## config.mk

```make
export PLATFORM = sky130hd
export DESIGN_NAME = nec_ir_pulse_decoder
export DESIGN_NICKNAME = d
export VERILOG_FILES = /design/src/design/necir_pkg.sv /design/src/design/nec_ir_pulse_decoder.sv
export SDC_FILE = /design/constraint.sdc
export NUM_CORES = 1
export LEC_CHECK = 0
export BUFFER_PORTS_ARGS = -buffer_cell sky130_fd_sc_hd__buf_2
export CAP_MARGIN = 20
export CORE_MARGIN = 2
export CORE_UTILIZATION = 50
export CTS_BUF_LIST = sky130_fd_sc_hd__clkbuf_4 sky130_fd_sc_hd__clkbuf_8 sky130_fd_sc_hd__clkbuf_16
export DETAILED_ROUTE_END_ITERATION = 12
export GPL_ROUTABILITY_DRIVEN = 0
export PLACE_DENSITY = 0.7
export SLEW_MARGIN = 5
export SYNTH_ARGS = -nofsm -noshare
export SYNTH_HDL_FRONTEND = slang
export SYNTH_SLANG_ARGS = --single-unit
export TNS_END_PERCENT = 100
```

## constraint.sdc

```tcl
create_clock -name clk -period 7.15 [get_ports clk]
set_input_delay 1.0725 -clock clk [delete_from_list [all_inputs] [get_ports clk]]
set_output_delay 1.0725 -clock clk [all_outputs]
set_load 0.01 [all_outputs]
```

## src/design/necir_pkg.sv

```systemverilog
`default_nettype none

package necir_pkg;

	// frame length and derived widths
	localparam int FRAME_BITS = 32;
	localparam int CNT_W      = $clog2(FRAME_BITS + 1);

	// configuration port
	localparam int REG_W     = 16;
	localparam int N_REGS    = 8;
	localparam int CFG_IDX_W = 3;

	// register indexes
	localparam logic [CFG_IDX_W-1:0] REG_LEADER_MARK_MIN  = 3'd0;
	localparam logic [CFG_IDX_W-1:0] REG_LEADER_MARK_MAX  = 3'd1;
	localparam logic [CFG_IDX_W-1:0] REG_LEADER_SPACE_MIN = 3'd2;
	localparam logic [CFG_IDX_W-1:0] REG_LEADER_SPACE_MAX = 3'd3;
	localparam logic [CFG_IDX_W-1:0] REG_PULSE_MIN        = 3'd4;
	localparam logic [CFG_IDX_W-1:0] REG_BIT_MARK_MAX     = 3'd5;
	localparam logic [CFG_IDX_W-1:0] REG_BIT_SPACE_MAX    = 3'd6;
	localparam logic [CFG_IDX_W-1:0] REG_ONE_THRESHOLD    = 3'd7;

	// register reset values in microseconds
	localparam logic [REG_W-1:0] REG_RESET [N_REGS] = '{
		16'd8500, 16'd9500, 16'd4000, 16'd5000,
		16'd400,  16'd700,  16'd1800, 16'd1000
	};

	// stream widths
	localparam int IN_DATA_W  = 16;
	localparam int IN_USER_W  = 2;
	localparam int OUT_DATA_W = 48;
	localparam int OUT_USER_W = 1;

	// output tdata layout
	localparam int OFS_FRAME   = 0;
	localparam int OFS_CMD     = 32;
	localparam int OFS_RISING  = 40;
	localparam int OFS_ENABLED = 41;
	localparam int OFS_PHASE   = 42;
	localparam int OUT_FIELD_W = 45;

	// item operations
	typedef enum logic [IN_USER_W-1:0] {
		OP_EDGE    = 2'd0,
		OP_TIMEOUT = 2'd1,
		OP_REARM   = 2'd2
	} op_t;

	// decode phases as reported on the output
	localparam logic [2:0] PCODE_IDLE         = 3'd0;
	localparam logic [2:0] PCODE_LEADER_MARK  = 3'd1;
	localparam logic [2:0] PCODE_LEADER_SPACE = 3'd2;
	localparam logic [2:0] PCODE_BIT_MARK     = 3'd3;
	localparam logic [2:0] PCODE_BIT_SPACE    = 3'd4;

endpackage

`default_nettype wire

```

## src/design/nec_ir_pulse_decoder.sv

```systemverilog
// A result item is registered twice: the input register takes the input item, then
// the result register takes the result once it can accept one.
// Throughput: one item per cycle; the state update is a single pass of window
// compares and a one-bit shift. Output stalls back-pressure through tready.
// Reset (arst_n low, asynchronous): idle, edges enabled, code and command zero,
// expected edge falling, configuration registers back to their default windows.
`default_nettype none

module nec_ir_pulse_decoder (
	input  wire                                 clk,
	input  wire                                 arst_n,
	// configuration write port
	input  wire                                 cfg_we,
	input  wire [necir_pkg::CFG_IDX_W-1:0]      cfg_index,
	input  wire [necir_pkg::REG_W-1:0]          cfg_data,
	// input items
	input  wire                                 s_axis_tvalid,
	output logic                                s_axis_tready,
	input  wire [necir_pkg::IN_DATA_W-1:0]      s_axis_tdata,  // [15:0] interval_us
	input  wire [necir_pkg::IN_USER_W-1:0]      s_axis_tuser,  // [1:0] operation
	// result items
	output logic                                m_axis_tvalid,
	input  wire                                 m_axis_tready,
	// [31:0] frame_code, [39:32] command_byte, [40] next_edge_rising,
	// [41] edges_enabled, [44:42] decode_phase, [47:45] zero
	output logic [necir_pkg::OUT_DATA_W-1:0]    m_axis_tdata,
	output logic [necir_pkg::OUT_USER_W-1:0]    m_axis_tuser   // [0] code_valid
);
	import necir_pkg::*;

	// one-hot decode phase
	typedef enum logic [4:0] {
		PH_IDLE         = 5'b00001,
		PH_LEADER_MARK  = 5'b00010,
		PH_LEADER_SPACE = 5'b00100,
		PH_BIT_MARK     = 5'b01000,
		PH_BIT_SPACE    = 5'b10000
	} phase_t;

	logic [REG_W-1:0]      cfg_q [N_REGS];

	logic                  valid_s1;
	logic [IN_USER_W-1:0]  op_s1;
	logic [IN_DATA_W-1:0]  ival_s1;
	logic                  out_free;
	logic                  step;

	phase_t                phase_q, phase_d;
	logic [CNT_W-1:0]      bits_q, bits_d, bits_inc;
	logic [FRAME_BITS-1:0] shift_q, shift_d;
	logic                  rising_q, rising_d;
	logic                  enable_q, enable_d;
	logic [7:0]            cmd_q, cmd_d;
	logic                  done_d;
	logic [63:0]           shift_next_ext, shift_cur_ext;

	logic                  out_valid_q;
	logic                  code_valid_q;
	logic [31:0]           frame_q;
	logic [7:0]            cmd_out_q;
	logic                  rising_out_q;
	logic                  enable_out_q;
	logic [2:0]            phase_out_q;
	logic [2:0]            phase_code_d;

	function automatic logic in_win(input logic [15:0] t, input logic [15:0] lo,
		input logic [15:0] hi);
		return (t > lo) && (t < hi);
	endfunction

	// configuration registers
	always_ff @(posedge clk or negedge arst_n) begin
		if (!arst_n) begin
			for (int i = 0; i < N_REGS; i++) cfg_q[i] <= REG_RESET[i];
		end else if (cfg_we) begin
			cfg_q[cfg_index] <= cfg_data;
		end
	end

	// handshake: the input register moves when the result register can take an item
	assign out_free      = !out_valid_q || m_axis_tready;
	assign step          = valid_s1 && out_free;
	assign s_axis_tready = !valid_s1 || out_free;

	// input register
	always_ff @(posedge clk or negedge arst_n) begin
		if (!arst_n) begin
			valid_s1 <= 1'b0;
		end else if (s_axis_tready) begin
			valid_s1 <= s_axis_tvalid;
		end
	end

	always_ff @(posedge clk) begin
		if (s_axis_tready && s_axis_tvalid) begin
			op_s1   <= s_axis_tuser;
			ival_s1 <= s_axis_tdata;
		end
	end

	// next state for one item
	assign bits_inc = bits_q + CNT_W'(1);

	always_comb begin
		phase_d  = phase_q;
		bits_d   = bits_q;
		shift_d  = shift_q;
		rising_d = rising_q;
		enable_d = enable_q;
		cmd_d    = cmd_q;
		done_d   = 1'b0;
		shift_next_ext = 64'(shift_q);
		case (op_s1)
			OP_EDGE: begin
				if (enable_q) begin
					case (phase_q)
						PH_IDLE: begin
							bits_d   = '0;
							shift_d  = '0;
							phase_d  = PH_LEADER_MARK;
							rising_d = 1'b1;
						end
						PH_LEADER_MARK: begin
							phase_d  = in_win(ival_s1, cfg_q[REG_LEADER_MARK_MIN],
								cfg_q[REG_LEADER_MARK_MAX]) ? PH_LEADER_SPACE : PH_IDLE;
							rising_d = 1'b0;
						end
						PH_LEADER_SPACE: begin
							phase_d  = in_win(ival_s1, cfg_q[REG_LEADER_SPACE_MIN],
								cfg_q[REG_LEADER_SPACE_MAX]) ? PH_BIT_MARK : PH_IDLE;
							rising_d = 1'b1;
						end
						PH_BIT_MARK: begin
							phase_d  = in_win(ival_s1, cfg_q[REG_PULSE_MIN],
								cfg_q[REG_BIT_MARK_MAX]) ? PH_BIT_SPACE : PH_IDLE;
							rising_d = 1'b0;
						end
						PH_BIT_SPACE: begin
							rising_d = 1'b1;
							if (in_win(ival_s1, cfg_q[REG_PULSE_MIN], cfg_q[REG_BIT_SPACE_MAX]))
							begin
								// msb first, long space is a one
								shift_d = {shift_q[FRAME_BITS-2:0],
									(ival_s1 > cfg_q[REG_ONE_THRESHOLD])};
								shift_next_ext = 64'(shift_d);
								bits_d  = bits_inc;
								if (bits_inc >= CNT_W'(FRAME_BITS)) begin
									done_d   = 1'b1;
									enable_d = 1'b0;
									cmd_d    = shift_next_ext[15:8];
									phase_d  = PH_IDLE;
								end else begin
									phase_d  = PH_BIT_MARK;
								end
							end else begin
								phase_d = PH_IDLE;
							end
						end
						default: begin
							phase_d = phase_q;
						end
					endcase
				end
			end
			OP_TIMEOUT: begin
				phase_d  = PH_IDLE;
				rising_d = 1'b0;
			end
			OP_REARM: begin
				enable_d = 1'b1;
				rising_d = 1'b0;
			end
			default: begin
				phase_d = phase_q;
			end
		endcase
	end

	// phase as reported
	always_comb begin
		case (phase_d)
			PH_IDLE:         phase_code_d = PCODE_IDLE;
			PH_LEADER_MARK:  phase_code_d = PCODE_LEADER_MARK;
			PH_LEADER_SPACE: phase_code_d = PCODE_LEADER_SPACE;
			PH_BIT_MARK:     phase_code_d = PCODE_BIT_MARK;
			PH_BIT_SPACE:    phase_code_d = PCODE_BIT_SPACE;
			default:         phase_code_d = PCODE_IDLE;
		endcase
	end

	// decoder state
	always_ff @(posedge clk or negedge arst_n) begin
		if (!arst_n) begin
			phase_q  <= PH_IDLE;
			bits_q   <= '0;
			shift_q  <= '0;
			rising_q <= 1'b0;
			enable_q <= 1'b1;
			cmd_q    <= '0;
		end else if (step) begin
			phase_q  <= phase_d;
			bits_q   <= bits_d;
			shift_q  <= shift_d;
			rising_q <= rising_d;
			enable_q <= enable_d;
			cmd_q    <= cmd_d;
		end
	end

	// result register
	always_ff @(posedge clk or negedge arst_n) begin
		if (!arst_n) begin
			out_valid_q <= 1'b0;
		end else if (step) begin
			out_valid_q <= 1'b1;
		end else if (m_axis_tready) begin
			out_valid_q <= 1'b0;
		end
	end

	assign shift_cur_ext = 64'(shift_d);

	always_ff @(posedge clk) begin
		if (step) begin
			code_valid_q <= done_d;
			frame_q      <= shift_cur_ext[31:0];
			cmd_out_q    <= cmd_d;
			rising_out_q <= rising_d;
			enable_out_q <= enable_d;
			phase_out_q  <= phase_code_d;
		end
	end

	// output packing
	assign m_axis_tvalid = out_valid_q;
	assign m_axis_tuser  = code_valid_q;
	assign m_axis_tdata  = {(OUT_DATA_W - OUT_FIELD_W)'(0), phase_out_q, enable_out_q,
		rising_out_q, cmd_out_q, frame_q};

endmodule

`default_nettype wire

```

==> impl_metrics.prom <==
# TYPE chip_impl_metric gauge
chip_impl_metric{name="grt_pass1_wl",unit="mm"} 49.9
chip_impl_metric{name="worst_slew_pin_slew",unit="ns"} 0.972
chip_impl_metric{name="post-cts-setup-buffer-count",unit=""} 0
chip_impl_metric{name="timing.critical_path.required",unit="ns"} 7.57
chip_impl_info{name="cts_tree",value="yes"} 1
chip_impl_metric{name="ys_ff_latch",unit=""} 247
chip_impl_metric{name="maxClockFrequency",unit="GHz"} 0.240
chip_impl_info{name="path_common_cell",value="sky130_fd_sc_hd__nand2b_1"} 1
chip_impl_metric{name="postRouteWirelength",unit="mm"} 31.0
chip_impl_metric{name="worst_vdd_ir",unit="V"} 0.000188
chip_impl_metric{name="drt-pass1-iter-count",unit=""} 5
chip_impl_info{name="setup.worst_path.start_class",value="flop"} 1
chip_impl_metric{name="via_count",unit=""} 9005
chip_impl_metric{name="finalSetupViolCount",unit=""} 0
chip_impl_metric{name="syn_to_final_growth",unit="%"} 13.6
chip_impl_metric{name="drive_gt1_frac",unit=""} 0.246
chip_impl_metric{name="global_route.usage.total",unit=""} 0.238
chip_impl_metric{name="final_antenna_net_count",unit=""} 0
chip_impl_metric{name="clock_path_buffers",unit=""} 3
chip_impl_info{name="clock_tree.root_cell",value="sky130_fd_sc_hd__clkbuf_16"} 1
chip_impl_metric{name="fin_area",unit="um^2"} 14500
chip_impl_metric{name="ffs_w_async_s_r_synth",unit=""} 0.741
chip_impl_metric{name="first_global_vias",unit=""} 9115
chip_impl_metric{name="synth_cell_type_count",unit=""} 67
chip_impl_metric{name="period_needed",unit="ns"} 4.16
chip_impl_info{name="min_path_type",value="primary input to asynchronous set/reset pin"} 1
chip_impl_metric{name="route.detailed.vias_per_inst",unit=""} 5.76
chip_impl_metric{name="post_synthesis_instance_area",unit="um^2"} 12800
chip_impl_metric{name="dpl_cell_area",unit="um^2"} 13600
chip_impl_metric{name="grt_antenna_before_repair",unit=""} 0
chip_impl_metric{name="clock_skew",unit="ns"} 0.0105
chip_impl_metric{name="holdBufCountCts",unit=""} 0
chip_impl_metric{name="met2RoutedLength",unit="mm"} 14.0
chip_impl_info{name="grt_setup_unrepaired",value="false"} 1
chip_impl_metric{name="synth_seq_area_share",unit=""} 0.513
chip_impl_metric{name="std_cell_rows",unit=""} 58
chip_impl_info{name="run_status",value="finished clean"} 1
chip_impl_metric{name="avgSynthCellArea",unit="um^2"} 11.3
chip_impl_metric{name="timing.slew.headroom",unit=""} 0.352
chip_impl_info{name="path_cells",value="ha_1 > a21oi_1 > o21ai_0 > a221o_1 > or3_1 > a21oi_2 > nand2b_1 > nand2b_1 > a22o_1"} 1
chip_impl_info{name="postSynth.topFlopCell",value="sky130_fd_sc_hd__dfrtp_1"} 1
chip_impl_metric{name="fin_setup_tns",unit="ns"} 0
chip_impl_metric{name="hpwl",unit="mm"} 21.7
chip_impl_info{name="mostFrequentLayoutCells",value="sky130_fd_sc_hd__dfrtp_1, sky130_fd_sc_hd__inv_1, sky130_fd_sc_hd__ha_1"} 1
chip_impl_metric{name="initial_utilization",unit=""} 0.509
chip_impl_metric{name="worst-path-max-fanout",unit=""} 25
chip_impl_metric{name="power_leakage",unit="nW"} 6.68
chip_impl_metric{name="final_nets",unit=""} 1380
chip_impl_info{name="cp-end-kind",value="flop"} 1
chip_impl_info{name="r2r-start",value="ival_s1[5]$_DFFE_PP_"} 1
chip_impl_metric{name="htree_levels",unit=""} 1
chip_impl_metric{name="clkSinkCount",unit=""} 247
chip_impl_metric{name="core_area",unit="um^2"} 25100
chip_impl_metric{name="cts_inserted_buffers",unit=""} 27
chip_impl_metric{name="routed_wire_length_per_instance",unit="um"} 19.8
chip_impl_info{name="highest_layer",value="met4"} 1
chip_impl_metric{name="wl_met1",unit="mm"} 14.7
chip_impl_metric{name="delay_contributed_by_the_slowest_stage_of_the_critical_path",unit="ns"} 0.76
chip_impl_metric{name="floorplan.die.height",unit="um"} 164
chip_impl_metric{name="clk_lat_worst_skew",unit="ns"} 0.55
chip_impl_metric{name="slew_viol_final",unit=""} 0
chip_impl_metric{name="power.density_cell_area",unit="nW/um^2"} 289
chip_impl_metric{name="pin_count",unit=""} 93
chip_impl_info{name="worst-setup-path-type",value="flop to flop"} 1
chip_impl_metric{name="timing.final.crit_share",unit=""} 0.582
chip_impl_metric{name="cts-resized-gates",unit=""} 0
chip_impl_info{name="timing.critical_path.slowest_stage_cell",value="sky130_fd_sc_hd__nand2b_1"} 1
chip_impl_metric{name="clkSlewWorstSetupHoldPaths",unit="ns"} 0.06
chip_impl_metric{name="met3_length",unit="mm"} 1.73
chip_impl_metric{name="drc",unit=""} 0
chip_impl_metric{name="timing.max_cap.violations",unit=""} 0
chip_impl_metric{name="grt_start_max_net_pins",unit=""} 75
chip_impl_info{name="critPathLaunch",value="ival_s1[5]$_DFFE_PP_"} 1
chip_impl_metric{name="floorplan.die_area",unit="um^2"} 26800
chip_impl_metric{name="yosysWarnings",unit=""} 0
chip_impl_metric{name="timing.critical_path.arrival",unit="ns"} 4.58
chip_impl_metric{name="buffer_ports.inserted",unit=""} 89
chip_impl_info{name="layout.cells.most_common",value="sky130_fd_sc_hd__dfrtp_1"} 1
chip_impl_metric{name="antennaDiodeCount",unit=""} 0
chip_impl_metric{name="overflow",unit=""} 0
chip_impl_metric{name="fp.dieW",unit="um"} 164
chip_impl_metric{name="final-hold-violation-count",unit=""} 0
chip_impl_metric{name="first_iter_violations",unit=""} 684
chip_impl_metric{name="synth-edff-count",unit=""} 64
chip_impl_metric{name="postSynthCellCount",unit=""} 1126
[final cells by class]
type	instances	area, um^2
fillers	2152	10600
flip-flops and latches	247	6560
multi-input cells	703	5570
clock buffers	41	812
repair buffers	106	594
inverters	128	480
well taps	330	413
clock inverters	9	83.8
[power breakdown]
| group | internal, mW | total [mW] | switching, mW |
|---|---|---|---|
| combinational | 0.413 | 1.01 | 0.596 |
| clock | 0.822 | 1.39 | 0.567 |
| sequential | 1.69 | 1.80 | 0.106 |
| total | 2.92 | 4.19 | 1.27 |
[cell families after synthesis]
| family | count (synthesis) | synth area share |
|---|---|---|
| buffers and inverters | 178 | 0.0538 |
| AND/OR/NAND/NOR | 225 | 0.0882 |
| AO/OA/AOI/OAI | 260 | 0.143 |
| XOR/XNOR | 4 | 0.00274 |
| adder cells (fa/ha/maj) | 125 | 0.122 |
| flip-flops | 247 | 0.513 |
| multiplexers | 86 | 0.0758 |
| other | 1 | 0.000294 |
[Yosys cell counts (36+ instances only)]
master	n	area share
sky130_fd_sc_hd__inv_1	126	0.037
sky130_fd_sc_hd__ha_1	125	0.12
sky130_fd_sc_hd__a22o_1	40	0.027
sky130_fd_sc_hd__mux2_2	86	0.076
sky130_fd_sc_hd__clkbuf_1	45	0.013
sky130_fd_sc_hd__dfrtp_1	140	0.27
sky130_fd_sc_hd__edfxtp_1	64	0.15
sky130_fd_sc_hd__nand2_1	103	0.030
sky130_fd_sc_hd__o21ai_0	84	0.033
sky130_fd_sc_hd__dfstp_2	43	0.088
sky130_fd_sc_hd__a21oi_1	36	0.014
[worst paths after layout]
kind	to	depth (start not counted)	slack (ns)
worst min-delay path	cfg_q[69]$_DFFE_PN0P_	1	0.46
worst max register to register	frame_q[28]$_DFFE_PP_	9	2.99
worst min register to register	m_axis_tvalid$_DFFE_PN0P_	1	0.48
max in group asynchronous	cfg_q[42]$_DFFE_PN0P_	2	5.32
worst max-delay path	frame_q[28]$_DFFE_PP_	9	2.99
min in group clk	m_axis_tvalid$_DFFE_PN0P_	1	0.48
[worst max-delay path, delay by kind of cell (launching register included)]
family	cells	cell delay [ns]
AOI/OAI and AO/OA	5	1.15
adders and majority gates	1	0.37
DFF	1	0.55
and+or+nand+nor	3	1.94
[metrics by stage]
stage | setup WS (ns) | hold WS (ns) | instances | power [mW] | util
after floorplan | 3.68 | 0.457 | 1128 | 2.49 | -
after global placement | 3.08 | 0.476 | 1512 | 2.77 | 0.541
after detailed placement | 2.99 | 0.491 | 1512 | 2.81 | 0.541
after CTS | 2.95 | 0.487 | 1562 | 4.21 | 0.577
after global routing | 2.72 | 0.506 | 1564 | 4.43 | 0.578
final | 2.99 | 0.461 | 1564 | 4.19 | 0.578
[layer usage]
| layer | track usage | vias up |
|---|---|---|
| met5 | 0 | - |
| met4 | 0.0554 | 0 |
| met3 | 0.0308 | 45 |
| met2 | 0.366 | 237 |
| met1 | 0.360 | 4494 |
| li1 | - | 4229 |
[flip-flops by register name (all words and copies together), names as in the netlist, 2 cells and up]
register / count
cfg_q: 128
frame_q: 32
shift_q: 32
ival_s1: 16
cmd_out_q: 8
cmd_q: 8
bits_q: 6
phase_q: 5
phase_out_q: 3
op_s1: 2
Note: power is estimated with default switching activity, not from simulation.
